## config.mk

```make
export PLATFORM = sky130hd
export DESIGN_NAME = audio_dac_double_buffer_queue
export DESIGN_NICKNAME = d
export VERILOG_FILES = /design/src/hdl/adq_pkg.sv /design/src/hdl/adq_div.sv /design/src/hdl/adq_datapath.sv /design/src/hdl/adq_ctrl.sv /design/src/hdl/audio_dac_double_buffer_queue.sv
export SDC_FILE = /design/constraint.sdc
export NUM_CORES = 1
export LEC_CHECK = 0
export BUFFER_PORTS_ARGS = -buffer_cell sky130_fd_sc_hd__buf_2
export CORE_AREA = 3 3 288 219
export DETAILED_ROUTE_END_ITERATION = 7
export DIE_AREA = 0 0 291 222
export GPL_TIMING_DRIVEN = 0
export PLACE_DENSITY = 0.71
export RECOVER_POWER = 50
export SYNTH_ARGS = -nofsm -noshare
export SYNTH_HDL_FRONTEND = slang
export SYNTH_SLANG_ARGS = --single-unit
```

## constraint.sdc

```tcl
create_clock -name clk_i -period 11.8 [get_ports clk_i]
set_input_delay 1.77 -clock clk_i [delete_from_list [all_inputs] [get_ports clk_i]]
set_output_delay 1.77 -clock clk_i [all_outputs]
set_load 0.01 [all_outputs]
```

## src/hdl/adq_pkg.sv

```systemverilog
// Package for the audio DAC double-buffer queue.
// Holds opcodes, status codes, clock constants and the controller/datapath structs.
// No dependencies.
package adq_pkg;

  localparam int unsigned DEFAULT_DEPTH    = 2;
  localparam int unsigned LEN_W            = 18;
  localparam int unsigned RATE_W           = 24;
  localparam int unsigned CNT_W            = 32;
  localparam int unsigned CFG_IDX_W        = 2;
  localparam int unsigned DIV_W            = 27;
  localparam int unsigned DUE_W            = 21;
  localparam int unsigned REM_W            = 6;
  localparam int unsigned QTR_W            = DUE_W - 2;
  localparam int unsigned RECIP_W          = 20;
  localparam int unsigned RECIP_SHIFT      = 23;

  localparam logic [DIV_W-1:0]  DAC_BASE_CLK = 27'd48681812;
  localparam logic [DIV_W-1:0]  MIN_DIVIDER  = 27'd132;
  localparam logic [RATE_W-1:0] DEFAULT_RATE = 24'd22050;
  // ceil(2^23 / 15); exact division by 15 for any 19-bit dividend.
  localparam logic [RECIP_W-1:0] RECIP_15    = 20'd559241;

  localparam logic [CFG_IDX_W-1:0] CFG_RATE   = 2'd0;
  localparam logic [CFG_IDX_W-1:0] CFG_TOTAL  = 2'd1;
  localparam logic [CFG_IDX_W-1:0] CFG_NOREF  = 2'd2;

  typedef enum logic [1:0] {
    OP_SUBMIT = 2'd0,
    OP_TICK   = 2'd1,
    OP_READ   = 2'd2,
    OP_NONE   = 2'd3
  } op_e;

  typedef enum logic [1:0] {
    ST_OK       = 2'd0,
    ST_REFUSED  = 2'd1,
    ST_IGNORED  = 2'd2,
    ST_UNDERRUN = 2'd3
  } status_e;

  typedef enum logic [1:0] {
    DIV_DIVIDER = 2'd0,
    DIV_ACHIEVED = 2'd1
  } div_sel_e;

  typedef enum logic [3:0] {
    S_IDLE,
    S_DECODE,
    S_SUBMIT,
    S_DIV1_GO,
    S_DIV1_WAIT,
    S_DIV2_GO,
    S_DIV2_WAIT,
    S_DUE,
    S_REM,
    S_DRAIN,
    S_SUM,
    S_DONE
  } state_e;

  typedef struct packed {
    logic     decode;
    logic     submit;
    logic     div_go;
    div_sel_e div_sel;
    logic     due_calc;
    logic     rem_calc;
    logic     drain;
    logic     sum;
    logic     load_out;
  } cmd_t;

  typedef struct packed {
    op_e  op;
    logic div_done;
    logic drain_done;
    logic sum_done;
    logic out_free;
  } sts_t;

endpackage

```

## src/hdl/adq_div.sv

```systemverilog
// Restoring divider, one quotient bit per cycle, shared by the tick rate divisions.
// Depends on adq_pkg for the operand width.
module adq_div (
  input  logic                     clk_i,
  input  logic                     rst_ni,
  input  logic                     start_i,
  input  logic [adq_pkg::DIV_W-1:0] num_i,
  input  logic [adq_pkg::DIV_W-1:0] den_i,
  output logic                     done_o,
  output logic [adq_pkg::DIV_W-1:0] quo_o
);
  import adq_pkg::*;

  localparam int unsigned STEP_W = $clog2(DIV_W);

  logic              busy_q, busy_d;
  logic              done_q, done_d;
  logic [STEP_W-1:0] step_q, step_d;
  logic [DIV_W-1:0]  rem_q, rem_d;
  logic [DIV_W-1:0]  quo_q, quo_d;
  logic [DIV_W-1:0]  den_q, den_d;
  logic [DIV_W:0]    trial;
  logic              ge;

  assign trial = {rem_q, quo_q[DIV_W-1]};
  assign ge    = trial >= {1'b0, den_q};

  always_comb begin
    busy_d = busy_q;
    done_d = 1'b0;
    step_d = step_q;
    rem_d  = rem_q;
    quo_d  = quo_q;
    den_d  = den_q;
    if (start_i) begin
      busy_d = 1'b1;
      step_d = '0;
      rem_d  = '0;
      quo_d  = num_i;
      den_d  = den_i;
    end else if (busy_q) begin
      rem_d = ge ? DIV_W'(trial - {1'b0, den_q}) : trial[DIV_W-1:0];
      quo_d = {quo_q[DIV_W-2:0], ge};
      step_d = step_q + 1'b1;
      if (step_q == STEP_W'(DIV_W - 1)) begin
        busy_d = 1'b0;
        done_d = 1'b1;
      end
    end
  end

  always_ff @(posedge clk_i or negedge rst_ni) begin
    if (!rst_ni) begin
      busy_q <= 1'b0;
      done_q <= 1'b0;
      step_q <= '0;
    end else begin
      busy_q <= busy_d;
      done_q <= done_d;
      step_q <= step_d;
    end
  end

  always_ff @(posedge clk_i) begin
    rem_q <= rem_d;
    quo_q <= quo_d;
    den_q <= den_d;
  end

  assign done_o = done_q;
  assign quo_o  = quo_q;

endmodule

```

## src/hdl/adq_datapath.sv

```systemverilog
// Datapath: configuration, queue entries, counters, divider and result register.
// Depends on adq_pkg and adq_div.
module adq_datapath #(
  parameter int unsigned QUEUE_DEPTH = adq_pkg::DEFAULT_DEPTH
) (
  input  logic                          clk_i,
  input  logic                          rst_ni,
  input  logic                          cfg_we_i,
  input  logic [adq_pkg::CFG_IDX_W-1:0] cfg_idx_i,
  input  logic [adq_pkg::RATE_W-1:0]    cfg_data_i,
  input  logic                          accept_i,
  input  logic [1:0]                    op_i,
  input  logic [adq_pkg::LEN_W-1:0]     length_i,
  input  logic                          out_stall_i,
  input  adq_pkg::cmd_t                 cmd_i,
  output adq_pkg::sts_t                 sts_o,
  output logic                          out_valid_o,
  output logic [1:0]                    status_o,
  output logic [adq_pkg::CNT_W-1:0]     length_read_o,
  output logic [1:0]                    queue_occupancy_o,
  output logic [adq_pkg::CNT_W-1:0]     submit_count_o,
  output logic [adq_pkg::CNT_W-1:0]     refused_count_o,
  output logic [adq_pkg::CNT_W-1:0]     underrun_count_o
);
  import adq_pkg::*;

  localparam int unsigned OCC_W = $clog2(QUEUE_DEPTH + 1);
  localparam int unsigned IDX_W = (QUEUE_DEPTH > 1) ? $clog2(QUEUE_DEPTH) : 1;
  localparam int unsigned PROD_W = QTR_W + RECIP_W;
  localparam logic [OCC_W-1:0] DEPTH_C = OCC_W'(QUEUE_DEPTH);
  localparam logic [IDX_W-1:0] LAST_C  = IDX_W'(QUEUE_DEPTH - 1);

  logic [RATE_W-1:0] req_q;
  logic              total_q, noref_q;

  op_e               op_q;
  logic [LEN_W-1:0]  len_q;
  logic [CNT_W-1:0]  owed_q [QUEUE_DEPTH];
  logic [OCC_W-1:0]  occ_q;
  logic [REM_W-1:0]  drem_q;
  logic [CNT_W-1:0]  subs_q, refs_q, unds_q;
  logic [DIV_W-1:0]  divr_q;
  logic [DIV_W-1:0]  rate_q;
  logic [DUE_W-1:0]  due_q;
  logic [CNT_W-1:0]  sum_q;
  logic [OCC_W-1:0]  idx_q;
  status_e           st_q;

  logic              out_valid_q;
  logic [1:0]        status_out_q;
  logic [CNT_W-1:0]  rd_out_q;
  logic [1:0]        occ_out_q;
  logic [CNT_W-1:0]  subs_out_q, refs_out_q, unds_out_q;

  logic [RATE_W-1:0] req_eff;
  logic [DIV_W-1:0]  div_num, div_den, quo;
  logic              div_done;
  logic [DUE_W-1:0]  acc, rem_full;
  logic [PROD_W-1:0] due_prod;
  logic [OCC_W-1:0]  sum_lim;
  logic [OCC_W+1:0]  occ_ext;
  logic [CNT_W:0]    sum_add, last_add;
  logic [CNT_W-1:0]  head;
  logic              head_gt;

  assign req_eff = (req_q == '0) ? DEFAULT_RATE : req_q;

  always_comb begin
    div_num = DAC_BASE_CLK;
    div_den = divr_q;
    case (cmd_i.div_sel)
      DIV_DIVIDER: begin
        div_num = DIV_W'({DAC_BASE_CLK, 1'b0}) + DIV_W'(req_eff);
        div_den = DIV_W'({req_eff, 1'b0});
      end
      DIV_ACHIEVED: begin
        div_num = DAC_BASE_CLK;
        div_den = divr_q;
      end
      default: begin
        div_num = DAC_BASE_CLK;
        div_den = divr_q;
      end
    endcase
  end

  adq_div u_div (
    .clk_i   (clk_i),
    .rst_ni  (rst_ni),
    .start_i (cmd_i.div_go),
    .num_i   (div_num),
    .den_i   (div_den),
    .done_o  (div_done),
    .quo_o   (quo)
  );

  // Bytes due are acc / 60: drop two bits, then multiply by the reciprocal of 15.
  // The remainder follows in the next state, from the registered due, as acc - 64*due + 4*due.
  assign acc      = DUE_W'({rate_q, 2'b00}) + DUE_W'(drem_q);
  assign due_prod = acc[DUE_W-1:2] * RECIP_15;
  assign rem_full = acc - {due_q[DUE_W-7:0], 6'b000000} + {due_q[DUE_W-3:0], 2'b00};

  // A head-only read is a sum over at most one entry.
  assign sum_lim  = total_q ? occ_q : ((occ_q != '0) ? OCC_W'(1) : '0);
  assign sum_add  = {1'b0, sum_q} + {1'b0, owed_q[idx_q[IDX_W-1:0]]};
  assign last_add = {1'b0, owed_q[LAST_C]} + {{(CNT_W - LEN_W + 1){1'b0}}, len_q};
  assign head     = owed_q[0];
  assign head_gt  = head > CNT_W'(due_q);
  assign occ_ext  = {2'b00, occ_q};

  assign sts_o.op         = op_q;
  assign sts_o.div_done   = div_done;
  assign sts_o.drain_done = (due_q == '0) || (occ_q == '0);
  assign sts_o.sum_done   = idx_q >= sum_lim;
  assign sts_o.out_free   = !out_valid_q || !out_stall_i;

  // Configuration and the latched input beat.
  always_ff @(posedge clk_i or negedge rst_ni) begin
    if (!rst_ni) begin
      req_q   <= DEFAULT_RATE;
      total_q <= 1'b0;
      noref_q <= 1'b0;
    end else if (cfg_we_i) begin
      unique case (cfg_idx_i)
        CFG_RATE:  req_q   <= cfg_data_i;
        CFG_TOTAL: total_q <= cfg_data_i[0];
        CFG_NOREF: noref_q <= cfg_data_i[0];
        default: ;
      endcase
    end
  end

  always_ff @(posedge clk_i) begin
    if (accept_i) begin
      op_q  <= op_e'(op_i);
      len_q <= length_i;
    end
  end

  // Queue entries carry no reset; only occupied entries are ever read.
  always_ff @(posedge clk_i) begin
    if (cmd_i.submit && len_q != '0) begin
      if (occ_q < DEPTH_C) begin
        owed_q[occ_q[IDX_W-1:0]] <= CNT_W'(len_q);
      end else if (noref_q) begin
        owed_q[LAST_C] <= last_add[CNT_W] ? '1 : last_add[CNT_W-1:0];
      end
    end else if (cmd_i.drain && !sts_o.drain_done) begin
      if (head_gt) begin
        owed_q[0] <= head - CNT_W'(due_q);
      end else begin
        for (int i = 1; i < QUEUE_DEPTH; i++) begin
          owed_q[i-1] <= owed_q[i];
        end
      end
    end
  end

  always_ff @(posedge clk_i or negedge rst_ni) begin
    if (!rst_ni) begin
      occ_q  <= '0;
      drem_q <= '0;
      subs_q <= '0;
      refs_q <= '0;
      unds_q <= '0;
      st_q   <= ST_OK;
      sum_q  <= '0;
      idx_q  <= '0;
      divr_q <= MIN_DIVIDER;
      rate_q <= '0;
      due_q  <= '0;
    end else begin
      if (cmd_i.decode) begin
        st_q  <= ST_OK;
        sum_q <= '0;
        idx_q <= '0;
      end
      if (cmd_i.submit) begin
        if (len_q == '0) begin
          st_q <= ST_IGNORED;
        end else begin
          if (subs_q != '1) subs_q <= subs_q + 1'b1;
          if (occ_q < DEPTH_C) begin
            occ_q <= occ_q + 1'b1;
          end else if (!noref_q) begin
            st_q <= ST_REFUSED;
            if (refs_q != '1) refs_q <= refs_q + 1'b1;
          end
        end
      end
      if (div_done) begin
        case (cmd_i.div_sel)
          DIV_DIVIDER:  divr_q <= (quo < MIN_DIVIDER) ? MIN_DIVIDER : quo;
          DIV_ACHIEVED: rate_q <= quo;
          default: ;
        endcase
      end
      if (cmd_i.due_calc) begin
        due_q <= DUE_W'(due_prod[PROD_W-1:RECIP_SHIFT]);
      end
      if (cmd_i.rem_calc) begin
        drem_q <= rem_full[REM_W-1:0];
      end
      if (cmd_i.drain) begin
        if (sts_o.drain_done) begin
          if (due_q != '0) begin
            st_q <= ST_UNDERRUN;
            if (unds_q != '1) unds_q <= unds_q + 1'b1;
          end
        end else if (head_gt) begin
          due_q <= '0;
        end else begin
          due_q <= due_q - head[DUE_W-1:0];
          occ_q <= occ_q - 1'b1;
        end
      end
      if (cmd_i.sum && !sts_o.sum_done) begin
        sum_q <= sum_add[CNT_W] ? '1 : sum_add[CNT_W-1:0];
        idx_q <= idx_q + 1'b1;
      end
    end
  end

  // Result register; the next beat may be accepted while this one waits.
  always_ff @(posedge clk_i or negedge rst_ni) begin
    if (!rst_ni) begin
      out_valid_q <= 1'b0;
    end else if (cmd_i.load_out) begin
      out_valid_q <= 1'b1;
    end else if (!out_stall_i) begin
      out_valid_q <= 1'b0;
    end
  end

  always_ff @(posedge clk_i) begin
    if (cmd_i.load_out) begin
      status_out_q <= st_q;
      rd_out_q     <= sum_q;
      occ_out_q    <= occ_ext[1:0];
      subs_out_q   <= subs_q;
      refs_out_q   <= refs_q;
      unds_out_q   <= unds_q;
    end
  end

  assign out_valid_o       = out_valid_q;
  assign status_o          = status_out_q;
  assign length_read_o     = rd_out_q;
  assign queue_occupancy_o = occ_out_q;
  assign submit_count_o    = subs_out_q;
  assign refused_count_o   = refs_out_q;
  assign underrun_count_o  = unds_out_q;

endmodule

```

## src/hdl/adq_ctrl.sv

```systemverilog
// Controller state machine: sequences submit, the two tick divisions, bytes due,
// remainder, drain and read. Depends on adq_pkg.
module adq_ctrl (
  input  logic          clk_i,
  input  logic          rst_ni,
  input  logic          in_valid_i,
  output logic          in_stall_o,
  output logic          accept_o,
  input  adq_pkg::sts_t sts_i,
  output adq_pkg::cmd_t cmd_o
);
  import adq_pkg::*;

  state_e state_q, state_d;

  assign in_stall_o = (state_q != S_IDLE);
  assign accept_o   = in_valid_i && (state_q == S_IDLE);

  always_comb begin
    state_d = state_q;
    unique case (state_q)
      S_IDLE:      if (accept_o) state_d = S_DECODE;
      S_DECODE: begin
        unique case (sts_i.op)
          OP_SUBMIT: state_d = S_SUBMIT;
          OP_TICK:   state_d = S_DIV1_GO;
          OP_READ:   state_d = S_SUM;
          default:   state_d = S_DONE;
        endcase
      end
      S_SUBMIT:    state_d = S_DONE;
      S_DIV1_GO:   state_d = S_DIV1_WAIT;
      S_DIV1_WAIT: if (sts_i.div_done) state_d = S_DIV2_GO;
      S_DIV2_GO:   state_d = S_DIV2_WAIT;
      S_DIV2_WAIT: if (sts_i.div_done) state_d = S_DUE;
      S_DUE:       state_d = S_REM;
      S_REM:       state_d = S_DRAIN;
      S_DRAIN:     if (sts_i.drain_done) state_d = S_DONE;
      S_SUM:       if (sts_i.sum_done) state_d = S_DONE;
      S_DONE:      if (sts_i.out_free) state_d = S_IDLE;
      default:     state_d = S_IDLE;
    endcase
  end

  always_comb begin
    cmd_o = '0;
    cmd_o.div_sel = DIV_DIVIDER;
    unique case (state_q)
      S_DECODE:    cmd_o.decode = 1'b1;
      S_SUBMIT:    cmd_o.submit = 1'b1;
      S_DIV1_GO:   cmd_o.div_go = 1'b1;
      S_DIV1_WAIT: cmd_o.div_sel = DIV_DIVIDER;
      S_DIV2_GO: begin
        cmd_o.div_go  = 1'b1;
        cmd_o.div_sel = DIV_ACHIEVED;
      end
      S_DIV2_WAIT: cmd_o.div_sel = DIV_ACHIEVED;
      S_DUE:       cmd_o.due_calc = 1'b1;
      S_REM:       cmd_o.rem_calc = 1'b1;
      S_DRAIN:     cmd_o.drain = 1'b1;
      S_SUM:       cmd_o.sum = 1'b1;
      S_DONE:      cmd_o.load_out = sts_i.out_free;
      default: ;
    endcase
  end

  always_ff @(posedge clk_i or negedge rst_ni) begin
    if (!rst_ni) begin
      state_q <= S_IDLE;
    end else begin
      state_q <= state_d;
    end
  end

endmodule

```

## src/hdl/audio_dac_double_buffer_queue.sv

```systemverilog
// Audio DAC double-buffer queue. A length read sums the head entry or, in total
// mode, every occupied entry; a tick makes two passes of the shared 27-bit divider,
// works out bytes due and the remainder, then drains the queue.
// One beat is in flight, and a new beat is not taken until the last is through; a result
// still stalled at the output holds back loading the next. Reset (asynchronous, active
// low) empties the queue, clears counters and remainder, restores rate and mode bits.
module audio_dac_double_buffer_queue #(
  parameter int unsigned QUEUE_DEPTH = adq_pkg::DEFAULT_DEPTH
) (
  input  logic                          clk_i,
  input  logic                          rst_ni,
  input  logic                          cfg_we_i,
  input  logic [adq_pkg::CFG_IDX_W-1:0] cfg_idx_i,
  input  logic [adq_pkg::RATE_W-1:0]    cfg_data_i,
  input  logic                          in_valid_i,
  output logic                          in_stall_o,
  input  logic [1:0]                    op_i,
  input  logic [adq_pkg::LEN_W-1:0]     length_i,
  output logic                          out_valid_o,
  input  logic                          out_stall_i,
  output logic [1:0]                    status_o,
  output logic [adq_pkg::CNT_W-1:0]     length_read_o,
  output logic [1:0]                    queue_occupancy_o,
  output logic [adq_pkg::CNT_W-1:0]     submit_count_o,
  output logic [adq_pkg::CNT_W-1:0]     refused_count_o,
  output logic [adq_pkg::CNT_W-1:0]     underrun_count_o
);
  import adq_pkg::*;

  cmd_t cmd;
  sts_t sts;
  logic accept;

  adq_ctrl u_ctrl (
    .clk_i      (clk_i),
    .rst_ni     (rst_ni),
    .in_valid_i (in_valid_i),
    .in_stall_o (in_stall_o),
    .accept_o   (accept),
    .sts_i      (sts),
    .cmd_o      (cmd)
  );

  adq_datapath #(
    .QUEUE_DEPTH (QUEUE_DEPTH)
  ) u_datapath (
    .clk_i             (clk_i),
    .rst_ni            (rst_ni),
    .cfg_we_i          (cfg_we_i),
    .cfg_idx_i         (cfg_idx_i),
    .cfg_data_i        (cfg_data_i),
    .accept_i          (accept),
    .op_i              (op_i),
    .length_i          (length_i),
    .out_stall_i       (out_stall_i),
    .cmd_i             (cmd),
    .sts_o             (sts),
    .out_valid_o       (out_valid_o),
    .status_o          (status_o),
    .length_read_o     (length_read_o),
    .queue_occupancy_o (queue_occupancy_o),
    .submit_count_o    (submit_count_o),
    .refused_count_o   (refused_count_o),
    .underrun_count_o  (underrun_count_o)
  );

endmodule

```

==> metrics.md <==
| Metric | Value |
|---|---|
| DR WL/cell | 21.2 µm |
| Ant diodes | 0 |
| Die height | 222 µm |
| Reg2Reg Setup Slack | 3900 ps |
| Pre-Repair DR Iteration Count | 5 |
| Tightest Pin Transition | 4450 ps |
| Std-Cell Rows | 78 |
| Worst-Skew Late Latency | about 640 ps |
| Commonest non-fill, non-tap cell in the layout | nand2_1 |
| Final TNS setup | 0 ps |
| Share of layout cells above drive strength 1 | 12.0% |
| CP Cell Sequence | clkbuf_1 -> clkbuf_1 |
| Static Leak | 16.3 nW |
| Max Clk Rate | 0.119 GHz |
| Vias in the first global route | 24,100 |
| Initial Utilization | a little over half |
| Critical Path Fanout Max | 79 |
| Post-CTS Setup Repair Bufs | 0 |
| Critical path origin | rst_ni |
| Die Area | 64,600 µm² |
| Final setup viols | 0 |
| Core area | 60,400 µm² |
| Nets@finish | 3,697 |
| Maximum clock path buffer count | 3 |
| Cell taking the most area after synthesis | edfxtp_1 |
| Clock transition at path regs | approximately 60 ps |
| CP Class | input port to asynchronous set/reset pin |
| Crit-path most repeated cell | clkbuf_1 |
| Number of synthesized flops with an enable pin | 270 |
| Most used DFF post-synth | edfxtp_1 |
| Syn avg cell area | 10.3 µm² |
| Peak supply drop | between 0.1 and 0.15 mV |
| Top cells by area, synth | edfxtp_1 (25%), dfrtp_1 (18%), ha_1 (9.4%) |
| CTS tree | built |
| M1 GR Usage | 42.8% |
| Post-Syn Instances | 3,108 |
| Yosys cell types | 86 |
| Total grt overflow | 0 |
| Status | finished, violations left |
| Crit-path slowest cell | clkbuf_1 |
| Most frequent cells in the layout | nand2_1 (296), edfxtp_1 (270), ha_1 (240), a21oi_1 (237), dfrtp_1 (235) |
| Total power | 7.71 mW |
| CTS Buf Count | 55 |
| Relative slew slack | -197% |
| H-tree Lvls | 2 |
| HP Start | u_datapath.st_q[0]$_DFF_PN0_ |
| Post-CTS sizing | 0 |
| MaxCap Viol Count | 6 |
| # DRC | 0 |
| Period utilisation layout | a little under three quarters |
| CP top delay family | buffers and inverters |
| Yosys top cell area share | 25.3% |
| RSZ-0062 raised after global routing | no |
| First DRT Iteration DRCs | 2,394 |
| Filler instances | 5,048 |
| Yosys warns | 0 |
| Worst Setup End Kind | asynchronous set/reset pin |
| Tmin final | 8380 ps |
| Routed via count | 25,200 |
| Post-Syn Nets | roughly 3,400 |
| Die X | around 290 µm |
| PwrDens | 214 nW/µm² |
| GR Util met3 | 6.49% |
| Grt met2 use | 37.4% |
| Setup crit start kind | input port |
| GRT Resource Usage Total | 27.0% |
| First-pass GRT wire length | ~140,000 µm |
| DRT antenna net count | 0 |
| Crit path buf inv count | 2 |
| Area growth from synthesis to layout | 12.5% |
| Post-synth ARST share | 45.0% |
| Final clock skew | 24.0 ps |
| #FFs+latches synth | 540 |
| FF-to-FF Start | u_datapath.rate_q[1]$_DFFE_PN0P_ |
| Sequential area share after synthesis | roughly 46% |
| Root Driver | clkbuf_16 |
| Mapped cell area | 32,000 µm² |
| Largest net degree at the start of global routing | 92 |
| Hold-fix buffers, CTS | 0 |
| CP arrival | 8050 ps |
| Failing checks | max-capacitance violations, max-slew violations |
| Crit path largest cell delay | 3290 ps |
| Final hold violations | 0 |
| Max Slew Vio Count | 262 |
| Hpwl dp | 69,200 µm |
| Vias per cell | 5.99 |
| Antenna violations before repair | 6 |
| Required time of the worst setup path | 11,470 ps |
| Port bufs | ~180 |
| Sink Count | 540 |
| Hold Crit Class | flop to flop |
| I/O Pins | 185 |
| Global placement routability congestion | between 0.9 and 1 |
| Top Usage Layer GRT | met1 |
| Post-Route WL | 89,200 µm |
[path summary, 6_finish.rpt]
check | cells after the start | end
worst min register to register | 0 | u_datapath.status_o[0]$_DFFE_PP_
worst min-delay path | 0 | u_datapath.status_o[0]$_DFFE_PP_
worst max register to register | 24 | u_datapath.due_q[15]$_DFF_PN0_
max in group clk_i | 24 | u_datapath.due_q[15]$_DFF_PN0_
min in group asynchronous | 1 | u_datapath.unds_q[25]$_DFFE_PN0P_
worst max-delay path | 2 | u_datapath.idx_q[0]$_DFFE_PN0P_
[through the flow]
stage | utilization [%] | instances | setup slack (ps) | hold slack (ps) | cell area [µm²]
after floorplan | - | 3108 | 2990 | 425 | 32000
after global routing | 59.6 | 4207 | 1980 | 464 | 36000
final | 59.6 | 4207 | 3420 | 463 | 36000
after CTS | 59.9 | 4207 | 3940 | 460 | 36200
after global placement | 56.2 | 4092 | -149 | 431 | 33900
after detailed placement | 56.7 | 4104 | 3980 | 444 | 34200
[Yosys cell counts, types with 19 or more instances]
cell	instances
nor2_1	182
a31oi_1	35
a21oi_1	239
nand3_1	92
o21bai_1	20
nand2_1	296
and3_1	42
nor2b_1	19
nor3_1	40
and2_1	20
inv_1	213
mux2i_1	24
fa_1	45
dfrtp_1	235
mux2_2	73
xor2_1	90
dfxtp_1	27
edfxtp_1	270
nand4_1	44
a211oi_1	33
a21o_1	70
nand2b_1	27
clkbuf_1	96
o22ai_1	21
nor4_1	27
o21ai_0	153
xnor2_1	163
ha_1	240
[where the power goes]
part | total, mW | switching (mW) | internal (mW)
logic | 3.05 | 1.89 | 1.17
registers | 2.80 | 0.331 | 2.47
clock network | 1.86 | 0.787 | 1.07
[metal layers]
layer	share of wire (%)	vias up
li1	-	11700
met1	48	12400
met2	41	987
met3	9.4	127
met4	1.7	4
met5	0.030	-
[flip-flops by register name, summed over array words and instances, names as in the netlist, 32 cells and up]
register,flops
u_datapath.unds_q,32
u_datapath.refused_count_o,32
u_datapath.length_read_o,32
u_datapath.submit_count_o,32
u_datapath.sum_q,32
u_datapath.refs_q,32
u_datapath.subs_q,32
u_datapath.owed_q,64
u_datapath.underrun_count_o,32
[layout make-up]
| cell class | count | area [µm²] | share of cell area (%) |
|---|---|---|---|
| sequential | 540 | 14700 | 40.9 |
| buffer | 117 | 489 | 1.36 |
| timing repair buffer | 196 | 1020 | 2.84 |
| multi-input combinational | 2237 | 16000 | 44.5 |
| tap | 800 | 1000 | 2.78 |
| clock inverter | 27 | 367 | 1.02 |
| clock buffer | 76 | 1570 | 4.35 |
| inverter | 214 | 803 | 2.23 |
[cell families after synthesis]
| kind of cell | synth area share [%] |
|---|---|
| mux | 3.32 |
| compound gates | 14.6 |
| xor+xnor | 6.92 |
| buf+inv | 4.03 |
| simple gates | 12.9 |
| fa+ha+maj | 12.2 |
| flops | 46.0 |
(Power assumes the default switching activity.)
